**src/rtl/core/tlvrv_pkg.sv**
```systemverilog
`timescale 1ns / 1ps
`default_nettype none
// ----------------------------------------------------------------------------
// tlvrv_pkg
// shared types and codes for the tlv rule verdict engine
// ----------------------------------------------------------------------------
package tlvrv_pkg;

  // request selector on the input channel
  localparam logic [1:0] REQ_FEATURE = 2'd0;
  localparam logic [1:0] REQ_RULE    = 2'd1;
  localparam logic [1:0] REQ_END     = 2'd2;

  // classified beat kinds carried through the queue
  localparam logic [1:0] KIND_FEAT       = 2'd0;
  localparam logic [1:0] KIND_RULE_FIRST = 2'd1;
  localparam logic [1:0] KIND_RULE       = 2'd2;
  localparam logic [1:0] KIND_END        = 2'd3;

  // element parse phases
  localparam logic [1:0] PH_TAG = 2'd0;
  localparam logic [1:0] PH_LEN = 2'd1;
  localparam logic [1:0] PH_VAL = 2'd2;

  // verdict codes
  localparam logic [1:0] V_ACCEPT = 2'd0;
  localparam logic [1:0] V_REJECT = 2'd1;
  localparam logic [1:0] V_QUEUE  = 2'd2;

  // feature tags
  localparam logic [7:0] TAG_FEE     = 8'h01;
  localparam logic [7:0] TAG_REPLACE = 8'h05;
  localparam logic [7:0] TAG_SCRIPT  = 8'h06;
  localparam logic [7:0] TAG_DUST    = 8'h07;

  // rule opcodes
  localparam logic [7:0] OP_MIN_FEE     = 8'h10;
  localparam logic [7:0] OP_REPLACE_FEE = 8'h11;
  localparam logic [7:0] OP_DUST_MAX    = 8'h12;
  localparam logic [7:0] OP_SCRIPT_MASK = 8'h13;
  localparam logic [7:0] OP_QUEUE_BAND  = 8'h20;

  // value byte count saturates here, enough for both operands
  localparam logic [4:0] SEEN_MAX = 5'd16;

  typedef struct packed {
    logic [1:0] kind;
    logic [7:0] data;
  } entry_t;

endpackage

`default_nettype wire

```
**src/rtl/core/tlvrv_front.sv**
```systemverilog
`timescale 1ns / 1ps
`default_nettype none
// ----------------------------------------------------------------------------
// tlvrv_front
// accepts input beats, drops dead ones and tags the first rule byte
// ----------------------------------------------------------------------------
module tlvrv_front (
  input  wire logic              clk,
  input  wire logic              rst,
  input  wire logic              item_valid,
  output logic                   item_ready,
  input  wire logic [1:0]        req_type,
  input  wire logic [7:0]        data_byte,
  output logic                   push,
  output tlvrv_pkg::entry_t      push_entry,
  input  wire logic              space
);

  logic in_rules;
  logic in_rules_next;
  logic keep;
  logic accept;

  assign item_ready = space;
  assign accept     = item_valid && space;
  assign push       = accept && keep;

  always_comb begin
    keep            = 1'b0;
    in_rules_next   = in_rules;
    push_entry.kind = tlvrv_pkg::KIND_FEAT;
    push_entry.data = data_byte;
    case (req_type)
      tlvrv_pkg::REQ_FEATURE: begin
        keep = !in_rules;
      end
      tlvrv_pkg::REQ_RULE: begin
        keep            = 1'b1;
        push_entry.kind = in_rules ? tlvrv_pkg::KIND_RULE : tlvrv_pkg::KIND_RULE_FIRST;
        in_rules_next   = 1'b1;
      end
      tlvrv_pkg::REQ_END: begin
        keep            = 1'b1;
        push_entry.kind = tlvrv_pkg::KIND_END;
        in_rules_next   = 1'b0;
      end
      default: begin
        keep = 1'b0;
      end
    endcase
  end

  always_ff @(posedge clk) begin
    if (rst) begin
      in_rules <= 1'b0;
    end else if (accept) begin
      in_rules <= in_rules_next;
    end
  end

endmodule

`default_nettype wire

```
**src/rtl/core/tlvrv_queue.sv**
```systemverilog
`timescale 1ns / 1ps
`default_nettype none
// ----------------------------------------------------------------------------
// tlvrv_queue
// small register fifo between the front and the back
// ----------------------------------------------------------------------------
module tlvrv_queue #(
  parameter int DEPTH = 4
) (
  input  wire logic              clk,
  input  wire logic              rst,
  input  wire logic              push,
  input  wire tlvrv_pkg::entry_t push_entry,
  output logic                   space,
  input  wire logic              pop,
  output logic                   head_valid,
  output tlvrv_pkg::entry_t      head_entry
);

  localparam int AW = (DEPTH > 1) ? $clog2(DEPTH) : 1;
  localparam int CW = $clog2(DEPTH + 1);
  localparam logic [AW-1:0] LAST = AW'(DEPTH - 1);
  localparam logic [CW-1:0] FULL = CW'(DEPTH);

  tlvrv_pkg::entry_t slots [DEPTH];
  logic [AW-1:0] wr_ptr;
  logic [AW-1:0] rd_ptr;
  logic [CW-1:0] count;
  logic          do_push;
  logic          do_pop;

  assign space      = (count != FULL);
  assign head_valid = (count != '0);
  assign head_entry = slots[rd_ptr];
  assign do_push    = push && space;
  assign do_pop     = pop && head_valid;

  always_ff @(posedge clk) begin
    if (do_push) begin
      slots[wr_ptr] <= push_entry;
    end
  end

  always_ff @(posedge clk) begin
    if (rst) begin
      wr_ptr <= '0;
      rd_ptr <= '0;
      count  <= '0;
    end else begin
      if (do_push) begin
        wr_ptr <= (wr_ptr == LAST) ? '0 : wr_ptr + AW'(1);
      end
      if (do_pop) begin
        rd_ptr <= (rd_ptr == LAST) ? '0 : rd_ptr + AW'(1);
      end
      if (do_push && !do_pop) begin
        count <= count + CW'(1);
      end else if (do_pop && !do_push) begin
        count <= count - CW'(1);
      end
    end
  end

endmodule

`default_nettype wire

```
**src/rtl/core/tlvrv_back.sv**
```systemverilog
`timescale 1ns / 1ps
`default_nettype none
// ----------------------------------------------------------------------------
// tlvrv_back
// element parser, feature store, rule evaluation and verdict register
// ----------------------------------------------------------------------------
module tlvrv_back (
  input  wire logic              clk,
  input  wire logic              rst,
  input  wire logic              head_valid,
  input  wire tlvrv_pkg::entry_t head_entry,
  output logic                   pop,
  output logic                   verdict_valid,
  input  wire logic              verdict_ready,
  output logic [1:0]             verdict
);

  // control state
  logic [1:0]  phase,        phase_next;
  logic        fee_known,    fee_known_next;
  logic        decided,      decided_next;
  logic [1:0]  decided_verdict, decided_verdict_next;
  logic        mask_ok,      mask_ok_next;
  logic        out_valid,    out_valid_next;
  // element and feature registers
  logic [7:0]  tag,          tag_next;
  logic [7:0]  rem_len,      rem_len_next;
  logic [4:0]  seen,         seen_next;
  logic [63:0] op_a,         op_a_next;
  logic [63:0] op_b,         op_b_next;
  logic [15:0] lead,         lead_next;
  logic [63:0] fee_rate,     fee_rate_next;
  logic [15:0] replace_flag, replace_flag_next;
  logic [15:0] script_bits,  script_bits_next;
  logic [15:0] dust_amount,  dust_amount_next;
  logic [1:0]  out_verdict,  out_verdict_next;

  logic [7:0]  b;
  logic        is_rule;
  logic [1:0]  cur_phase;
  logic [63:0] a_new;
  logic [63:0] b_new;
  logic [15:0] lead_new;
  logic [4:0]  seen_new;
  logic        has2, has8, has16;
  logic        fee_below_a;
  logic        fee_below_b;

  assign b       = head_entry.data;
  assign is_rule = (head_entry.kind == tlvrv_pkg::KIND_RULE) ||
                   (head_entry.kind == tlvrv_pkg::KIND_RULE_FIRST);
  assign pop     = head_valid &&
                   ((head_entry.kind != tlvrv_pkg::KIND_END) || !out_valid || verdict_ready);

  assign verdict_valid = out_valid;
  assign verdict       = out_verdict;

  // value byte shift-in, operands fill in stream order
  always_comb begin
    a_new    = (seen < 5'd8) ? {op_a[55:0], b} : op_a;
    b_new    = ((seen >= 5'd8) && (seen < tlvrv_pkg::SEEN_MAX)) ? {op_b[55:0], b} : op_b;
    lead_new = lead;
    if (seen == 5'd0) begin
      lead_new = {b, 8'h00};
    end else if (seen == 5'd1) begin
      lead_new = {lead[15:8], b};
    end
    seen_new = (seen == tlvrv_pkg::SEEN_MAX) ? seen : seen + 5'd1;
  end

  assign has2        = (seen_new >= 5'd2);
  assign has8        = (seen_new >= 5'd8);
  assign has16       = (seen_new == tlvrv_pkg::SEEN_MAX);
  assign fee_below_a = (fee_rate < a_new);
  assign fee_below_b = (fee_rate < b_new);

  always_comb begin
    phase_next           = phase;
    fee_known_next       = fee_known;
    decided_next         = decided;
    decided_verdict_next = decided_verdict;
    mask_ok_next         = mask_ok;
    tag_next             = tag;
    rem_len_next         = rem_len;
    seen_next            = seen;
    op_a_next            = op_a;
    op_b_next            = op_b;
    lead_next            = lead;
    fee_rate_next        = fee_rate;
    replace_flag_next    = replace_flag;
    script_bits_next     = script_bits;
    dust_amount_next     = dust_amount;
    out_verdict_next     = out_verdict;
    out_valid_next       = out_valid && !verdict_ready;
    // first rule byte drops any unfinished feature element
    cur_phase = (head_entry.kind == tlvrv_pkg::KIND_RULE_FIRST) ? tlvrv_pkg::PH_TAG : phase;

    if (pop) begin
      if (head_entry.kind == tlvrv_pkg::KIND_END) begin
        if (!fee_known) begin
          out_verdict_next = tlvrv_pkg::V_REJECT;
        end else if (decided) begin
          out_verdict_next = decided_verdict;
        end else if (!mask_ok) begin
          out_verdict_next = tlvrv_pkg::V_REJECT;
        end else begin
          out_verdict_next = tlvrv_pkg::V_ACCEPT;
        end
        out_valid_next       = 1'b1;
        // back to a clean evaluation
        phase_next           = tlvrv_pkg::PH_TAG;
        fee_known_next       = 1'b0;
        decided_next         = 1'b0;
        decided_verdict_next = tlvrv_pkg::V_ACCEPT;
        mask_ok_next         = 1'b1;
        tag_next             = '0;
        rem_len_next         = '0;
        seen_next            = '0;
        op_a_next            = '0;
        op_b_next            = '0;
        lead_next            = '0;
        fee_rate_next        = '0;
        replace_flag_next    = '0;
        script_bits_next     = '0;
        dust_amount_next     = '0;
      end else begin
        case (cur_phase)
          tlvrv_pkg::PH_TAG: begin
            tag_next   = b;
            phase_next = tlvrv_pkg::PH_LEN;
          end
          tlvrv_pkg::PH_LEN: begin
            rem_len_next = b;
            seen_next    = '0;
            op_a_next    = '0;
            op_b_next    = '0;
            lead_next    = '0;
            // zero length element finishes with nothing to apply
            phase_next   = (b == 8'h00) ? tlvrv_pkg::PH_TAG : tlvrv_pkg::PH_VAL;
          end
          tlvrv_pkg::PH_VAL: begin
            op_a_next    = a_new;
            op_b_next    = b_new;
            lead_next    = lead_new;
            seen_next    = seen_new;
            rem_len_next = rem_len - 8'd1;
            if (rem_len == 8'd1) begin
              phase_next = tlvrv_pkg::PH_TAG;
              if (!is_rule) begin
                case (tag)
                  tlvrv_pkg::TAG_FEE: begin
                    if (has8) begin
                      fee_rate_next  = a_new;
                      fee_known_next = 1'b1;
                    end
                  end
                  tlvrv_pkg::TAG_REPLACE: begin
                    if (has2) replace_flag_next = lead_new;
                  end
                  tlvrv_pkg::TAG_SCRIPT: begin
                    if (has2) script_bits_next = lead_new;
                  end
                  tlvrv_pkg::TAG_DUST: begin
                    if (has2) dust_amount_next = lead_new;
                  end
                  default: begin
                  end
                endcase
              end else if (!decided) begin
                case (tag)
                  tlvrv_pkg::OP_MIN_FEE: begin
                    if (has8 && fee_below_a) begin
                      decided_next         = 1'b1;
                      decided_verdict_next = tlvrv_pkg::V_REJECT;
                    end
                  end
                  tlvrv_pkg::OP_REPLACE_FEE: begin
                    if (has8 && (replace_flag != 16'h0000) && fee_below_a) begin
                      decided_next         = 1'b1;
                      decided_verdict_next = tlvrv_pkg::V_REJECT;
                    end
                  end
                  tlvrv_pkg::OP_DUST_MAX: begin
                    if (has2 && (dust_amount > lead_new)) begin
                      decided_next         = 1'b1;
                      decided_verdict_next = tlvrv_pkg::V_REJECT;
                    end
                  end
                  tlvrv_pkg::OP_SCRIPT_MASK: begin
                    if (has2 && (lead_new != 16'h0000) &&
                        ((lead_new & script_bits) == 16'h0000)) begin
                      mask_ok_next = 1'b0;
                    end
                  end
                  tlvrv_pkg::OP_QUEUE_BAND: begin
                    if (has16 && !fee_below_a && fee_below_b) begin
                      decided_next         = 1'b1;
                      decided_verdict_next = tlvrv_pkg::V_QUEUE;
                    end
                  end
                  default: begin
                  end
                endcase
              end
            end
          end
          default: begin
            phase_next = tlvrv_pkg::PH_TAG;
          end
        endcase
      end
    end
  end

  always_ff @(posedge clk) begin
    if (rst) begin
      phase           <= tlvrv_pkg::PH_TAG;
      fee_known       <= 1'b0;
      decided         <= 1'b0;
      decided_verdict <= tlvrv_pkg::V_ACCEPT;
      mask_ok         <= 1'b1;
      out_valid       <= 1'b0;
      replace_flag    <= '0;
      script_bits     <= '0;
      dust_amount     <= '0;
      fee_rate        <= '0;
    end else begin
      phase           <= phase_next;
      fee_known       <= fee_known_next;
      decided         <= decided_next;
      decided_verdict <= decided_verdict_next;
      mask_ok         <= mask_ok_next;
      out_valid       <= out_valid_next;
      replace_flag    <= replace_flag_next;
      script_bits     <= script_bits_next;
      dust_amount     <= dust_amount_next;
      fee_rate        <= fee_rate_next;
    end
  end

  always_ff @(posedge clk) begin
    tag         <= tag_next;
    rem_len     <= rem_len_next;
    seen        <= seen_next;
    op_a        <= op_a_next;
    op_b        <= op_b_next;
    lead        <= lead_next;
    out_verdict <= out_verdict_next;
  end

endmodule

`default_nettype wire

```
**src/rtl/core/tlv_rule_verdict_engine_unit.sv**
```systemverilog
`timescale 1ns / 1ps
`default_nettype none
// ----------------------------------------------------------------------------
// tlv_rule_verdict_engine_unit
// byte-serial feature record and rule list evaluator giving one verdict
// ----------------------------------------------------------------------------
// usage
//   input channel item_valid/item_ready carries one beat per byte: req_type
//   selects feature byte, rule byte or end; data_byte is the stream byte
//   output channel verdict_valid/verdict_ready carries one verdict beat for
//   each end beat (accept, reject or queue); other beats give no result
// throughput
//   one beat per cycle sustained while verdicts are taken; the back parser
//   takes each byte at the queue head and sets the rate
// verdict path
//   an accepted end beat is written into the queue, then popped by the
//   parser into the verdict register that drives verdict
// stall
//   while the verdict register is full and not taken, an end beat waits at
//   the queue head; feature and rule bytes behind it fill the queue and
//   item_ready drops only when the queue is full
// reset
//   rst clears the queue, the feature store and the rule decision; the block
//   takes beats as soon as it leaves reset
// ----------------------------------------------------------------------------
module tlv_rule_verdict_engine_unit #(
  parameter int QUEUE_DEPTH = 4
) (
  input  wire logic       clk,
  input  wire logic       rst,
  input  wire logic       item_valid,
  output logic            item_ready,
  input  wire logic [1:0] req_type,
  input  wire logic [7:0] data_byte,
  output logic            verdict_valid,
  input  wire logic       verdict_ready,
  output logic [1:0]      verdict
);

  // front to queue
  logic              push;
  tlvrv_pkg::entry_t push_entry;
  logic              space;
  // queue to back
  logic              pop;
  logic              head_valid;
  tlvrv_pkg::entry_t head_entry;

  // classify beats, drop late feature bytes and unused selectors
  tlvrv_front u_front (
    .clk        (clk),
    .rst        (rst),
    .item_valid (item_valid),
    .item_ready (item_ready),
    .req_type   (req_type),
    .data_byte  (data_byte),
    .push       (push),
    .push_entry (push_entry),
    .space      (space)
  );

  // decouples input acceptance from verdict stalls
  tlvrv_queue #(
    .DEPTH (QUEUE_DEPTH)
  ) u_queue (
    .clk        (clk),
    .rst        (rst),
    .push       (push),
    .push_entry (push_entry),
    .space      (space),
    .pop        (pop),
    .head_valid (head_valid),
    .head_entry (head_entry)
  );

  // parse elements, hold features, evaluate rules, register verdict
  tlvrv_back u_back (
    .clk           (clk),
    .rst           (rst),
    .head_valid    (head_valid),
    .head_entry    (head_entry),
    .pop           (pop),
    .verdict_valid (verdict_valid),
    .verdict_ready (verdict_ready),
    .verdict       (verdict)
  );

endmodule

`default_nettype wire

```
**config.mk**
```make
export PLATFORM = sky130hd
export DESIGN_NAME = tlv_rule_verdict_engine_unit
export DESIGN_NICKNAME = d
export VERILOG_FILES = /design/src/rtl/core/tlvrv_pkg.sv /design/src/rtl/core/tlvrv_front.sv /design/src/rtl/core/tlvrv_queue.sv /design/src/rtl/core/tlvrv_back.sv /design/src/rtl/core/tlv_rule_verdict_engine_unit.sv
export SDC_FILE = /design/constraint.sdc
export NUM_CORES = 1
export LEC_CHECK = 0
export CAP_MARGIN = 20
export CORE_UTILIZATION = 60
export CTS_CLUSTER_SIZE = 12
export DETAILED_ROUTE_END_ITERATION = 10
export DONT_BUFFER_PORTS = 1
export GPL_ROUTABILITY_DRIVEN = 1
export GPL_TIMING_DRIVEN = 0
export PLACE_DENSITY = 0.76
export SETUP_SLACK_MARGIN = 0.02
export SKIP_LAST_GASP = 1
export SLEW_MARGIN = 20
export SYNTH_ARGS = -nofsm -noshare
export SYNTH_HDL_FRONTEND = slang
export SYNTH_SLANG_ARGS = --single-unit
```
**constraint.sdc**
```tcl
create_clock -name clk -period 17.3 [get_ports clk]
set_clock_uncertainty 0.05 [all_clocks]
set_input_delay 3.46 -clock clk [delete_from_list [all_inputs] [get_ports clk]]
set_output_delay 3.46 -clock clk [all_outputs]
set_load 0.01 [all_outputs]
```
==> impl_metrics.ini <==
[grt]
grt_max_degree = 30
grt_pass1_vias = 13121
antenna_found_initial = 0
grt_usage = 0.290
grt_overflow = 0
grt_pass1_wl_um = 69400

[sta]
hold_viol = 0
final.min_clock_period_ns = 5.57
setup-tns-final_ns = 0
worst_hold_slack_ns = 0.415
rsz0062_at_grt = no
tightest_slew_ns = 1.02
max_freq_mhz = 179
slew_violations = 0
finalSetupViolations = 0
min_period_over_period = 0.322
max_slew_margin = 0.320

[yosys]
synth-edff-count = 207
synth_cells = 1674
synth.distinct_cells = 70
ys_seq_area_frac = 0.492
synth_fp_nets = 1852
synth_top_area_cell = edfxtp_1
synthTopCellsByArea = edfxtp_1 35%, dfxtp_1 15%, ha_1 11%
mappedNetlistArea_um2 = 17900
yosys.area.top_type_share = 0.347
synth-main-ff-cell = edfxtp_1
ys_warn_count = 0
syn_area_per_cell_um2 = 10.7
ys_async_sr_fraction = 0
ys_ff_latch = 337

[detailed_routing]
via_per_inst = 6.15
avgRoutedWirePerCell_um = 20.3
vias = 13110
dr.pass1.iters = 5
highest_layer = met4
drt_iter0_markers = 883
wl_met2_um = 20300
antenna_left = 0
drcViolationCount = 0
wirelength_um = 43200
dr_wl_met3_um = 2610
wl_met1_um = 18400

[critical_path]
path_depth = 10
reg2reg_depth = 14
slowest_stage = clkbuf_1
slowest_delay_ns = 0.61
crit_path_start = verdict_ready
reg2reg_to = u_back.decided_verdict[0]
critical_path.top_delay_family = buffers and inverters
crit_buf_inv = 2
critPathKind = primary input to flip-flop
path_cells = nor2b_1, a21oi_1, o21ai_1, nor2_2, o21ai_1, clkbuf_1, clkbuf_1, nor3_1, a21oi_1, nor2_1
arrival_ns = 5.91
startpoint_type = primary input
cp-endpoint = u_back.fee_rate[25]
r2r-start = u_back.seen[4]
crit_fanout = 10
r2r_slack_ns = 12.53
cp_data_required_time_ns = 17.64
end_kind = flip-flop

[power_and_ir_drop]
p_per_area_nw_per_um2 = 168
peakVddDrop_uv = 95.6
p_leak_nw = 7.55

[finish]
final_common_cell = nor2_1
ff_latch_area_um2 = 8820
drive_above_1_share = 0.0515
final_cell_mix = 315 x nor2_1, 207 x edfxtp_1, 192 x mux2i_1
multi_input_area_um2 = 8640
final_core_util = 0.680
area_growth_pct = 10.1
num_antenna_cells = 0
fillerInstances = 2209
layout.nets = 1897

[placed_design]
port_buffers = 0
hpwlAfterDp_um = 32300
gp_congestion = 0.932

[outcome]
run_status = finished clean

[clock_tree]
cts.sinks = 337
clockRootBuffer = clkbuf_16
clockBufferDepth = 3
cts.clk_slew.worst_paths_ns = 0.06
worstSkewPairLatency_ns = 0.53
cts_setup_buffers = 0
htreeDepth = 2
cts-resized-gates = 0
cts_tree = done
cts_buffers = 37
cts_hold_buf = 0

[min_path]
hold_path.class = flip-flop to flip-flop
hp-start = u_back.phase[1]

[floorplan]
fp-row-count = 62
fp.dieH_um = 175
core_um2 = 29000
dieArea_um2 = 30600
ioPinCount = 18
die_w_um = 175
initial_utilization = 0.618

[run]
maxCapViolations = 0
[where the power goes]
| part | switching (W) | total (W) | internal (W) | leakage [nW] |
|---|---|---|---|---|
| Clock | 0.000312 | 0.000763 | 0.000451 | 0.576 |
| Sequential | 0.000142 | 0.00127 | 0.00113 | 3.01 |
| Combinational | 0.000833 | 0.00128 | 0.000449 | 3.97 |
[final cells by class]
cell class | count | area share
multi-input combinational | 1221 | 0.438
inverter | 35 | 0.00666
tap | 384 | 0.0243
clock inverter | 10 | 0.00380
timing repair buffer | 6 | 0.00761
buffer | 81 | 0.0174
sequential | 337 | 0.447
clock buffer | 58 | 0.0556
[cell usage after synthesis, types with 3 or more instances]
master and count:
nor4b_1 4, o21a_1 7, mux4_1 9, buf_6 4, buf_1 11, o21ai_0 33
nand2b_1 5, nand2_1 54, inv_1 35, or4_1 4, dfxtp_1 130, and3_1 5
o21ai_1 3, xor2_1 6, clkbuf_1 61, mux2i_1 192, nand4_1 37, a211oi_1 16
nor2_4 4, ha_1 163, nor3_1 82, nor2b_1 22, and2_1 25, mux2_2 7
edfxtp_1 207, a21o_1 11, a21oi_1 132, nor4_1 12, xnor2_1 7, buf_2 3
o22ai_1 5, nor2_1 316, a31oi_1 3, nand3_1 12
[logic make-up after synthesis]
| logic type | Yosys count | share of synthesized area |
|---|---|---|
| compound gates | 239 | 0.0794 |
| xor+xnor | 13 | 0.00635 |
| fa+ha+maj | 164 | 0.115 |
| buf+inv | 116 | 0.0264 |
| flops | 337 | 0.492 |
| mux | 210 | 0.127 |
| simple gates | 595 | 0.154 |
[sequential cells by signal, indices dropped and copies added (netlist names), 2 cells and up, named ones only]
| name | count |
|---|---|
| u_back.fee_rate | 64 |
| u_back.op_a | 64 |
| u_back.op_b | 64 |
| u_queue.slots | 40 |
| u_back.dust_amount | 16 |
| u_back.lead | 16 |
| u_back.replace_flag | 16 |
| u_back.script_bits | 16 |
| u_back.rem_len | 8 |
| u_back.tag | 8 |
| u_back.seen | 5 |
| u_queue.count | 3 |
| u_back.decided_verdict | 2 |
| u_back.phase | 2 |
| u_back.verdict | 2 |
| u_queue.rd_ptr | 2 |
| u_queue.wr_ptr | 2 |
[per-layer routing]
| layer | global-route usage | vias to the layer above |
|---|---|---|
| met5 | 0 | - |
| met1 | 0.371 | 6325 |
| met2 | 0.481 | 418 |
| met3 | 0.0463 | 130 |
| li1 | - | 6237 |
| met4 | 0.138 | 0 |
[metrics by stage]
stage               std cells  setup slack [ns]  instance area, µm²  total power (W)
finish                   2132             11.73               19700          0.00331
detailed placement       2064             11.31               18600          0.00254
CTS                      2132             11.84               19700          0.00331
global route             2132             11.58               19700          0.00350
global placement         2058              2.80               18400          0.00251
floorplan                1674              6.08               17900          0.00215
[worst reg2reg max path, stage by stage (launching register included)]
cell and delay, ns:
edfxtp_1 0.38, buf_2 0.20, nor2_4 0.37, buf_1 0.72
mux2i_1 0.30, ha_1 0.35, nand4_1 0.11, nor4_2 0.60
nand2_1 0.09, o21ai_0 0.46, nor3_1 0.21, a21oi_2 0.20
o32ai_2 0.12, or4_1 0.43, o311ai_1 0.10
[how the worst min path moves through the flow]
| stage | slack, ns | end | cells past startpoint |
|---|---|---|---|
| floorplan | 0.38 | u_back.mask_ok | 2 |
| global placement | 0.39 | u_back.phase[1] | 2 |
| detailed placement | 0.40 | u_back.mask_ok | 2 |
| CTS | 0.41 | u_back.mask_ok | 2 |
| global route | 0.43 | u_back.mask_ok | 2 |
| finish | 0.41 | u_back.phase[1] | 2 |
(Power assumes the default switching activity.)
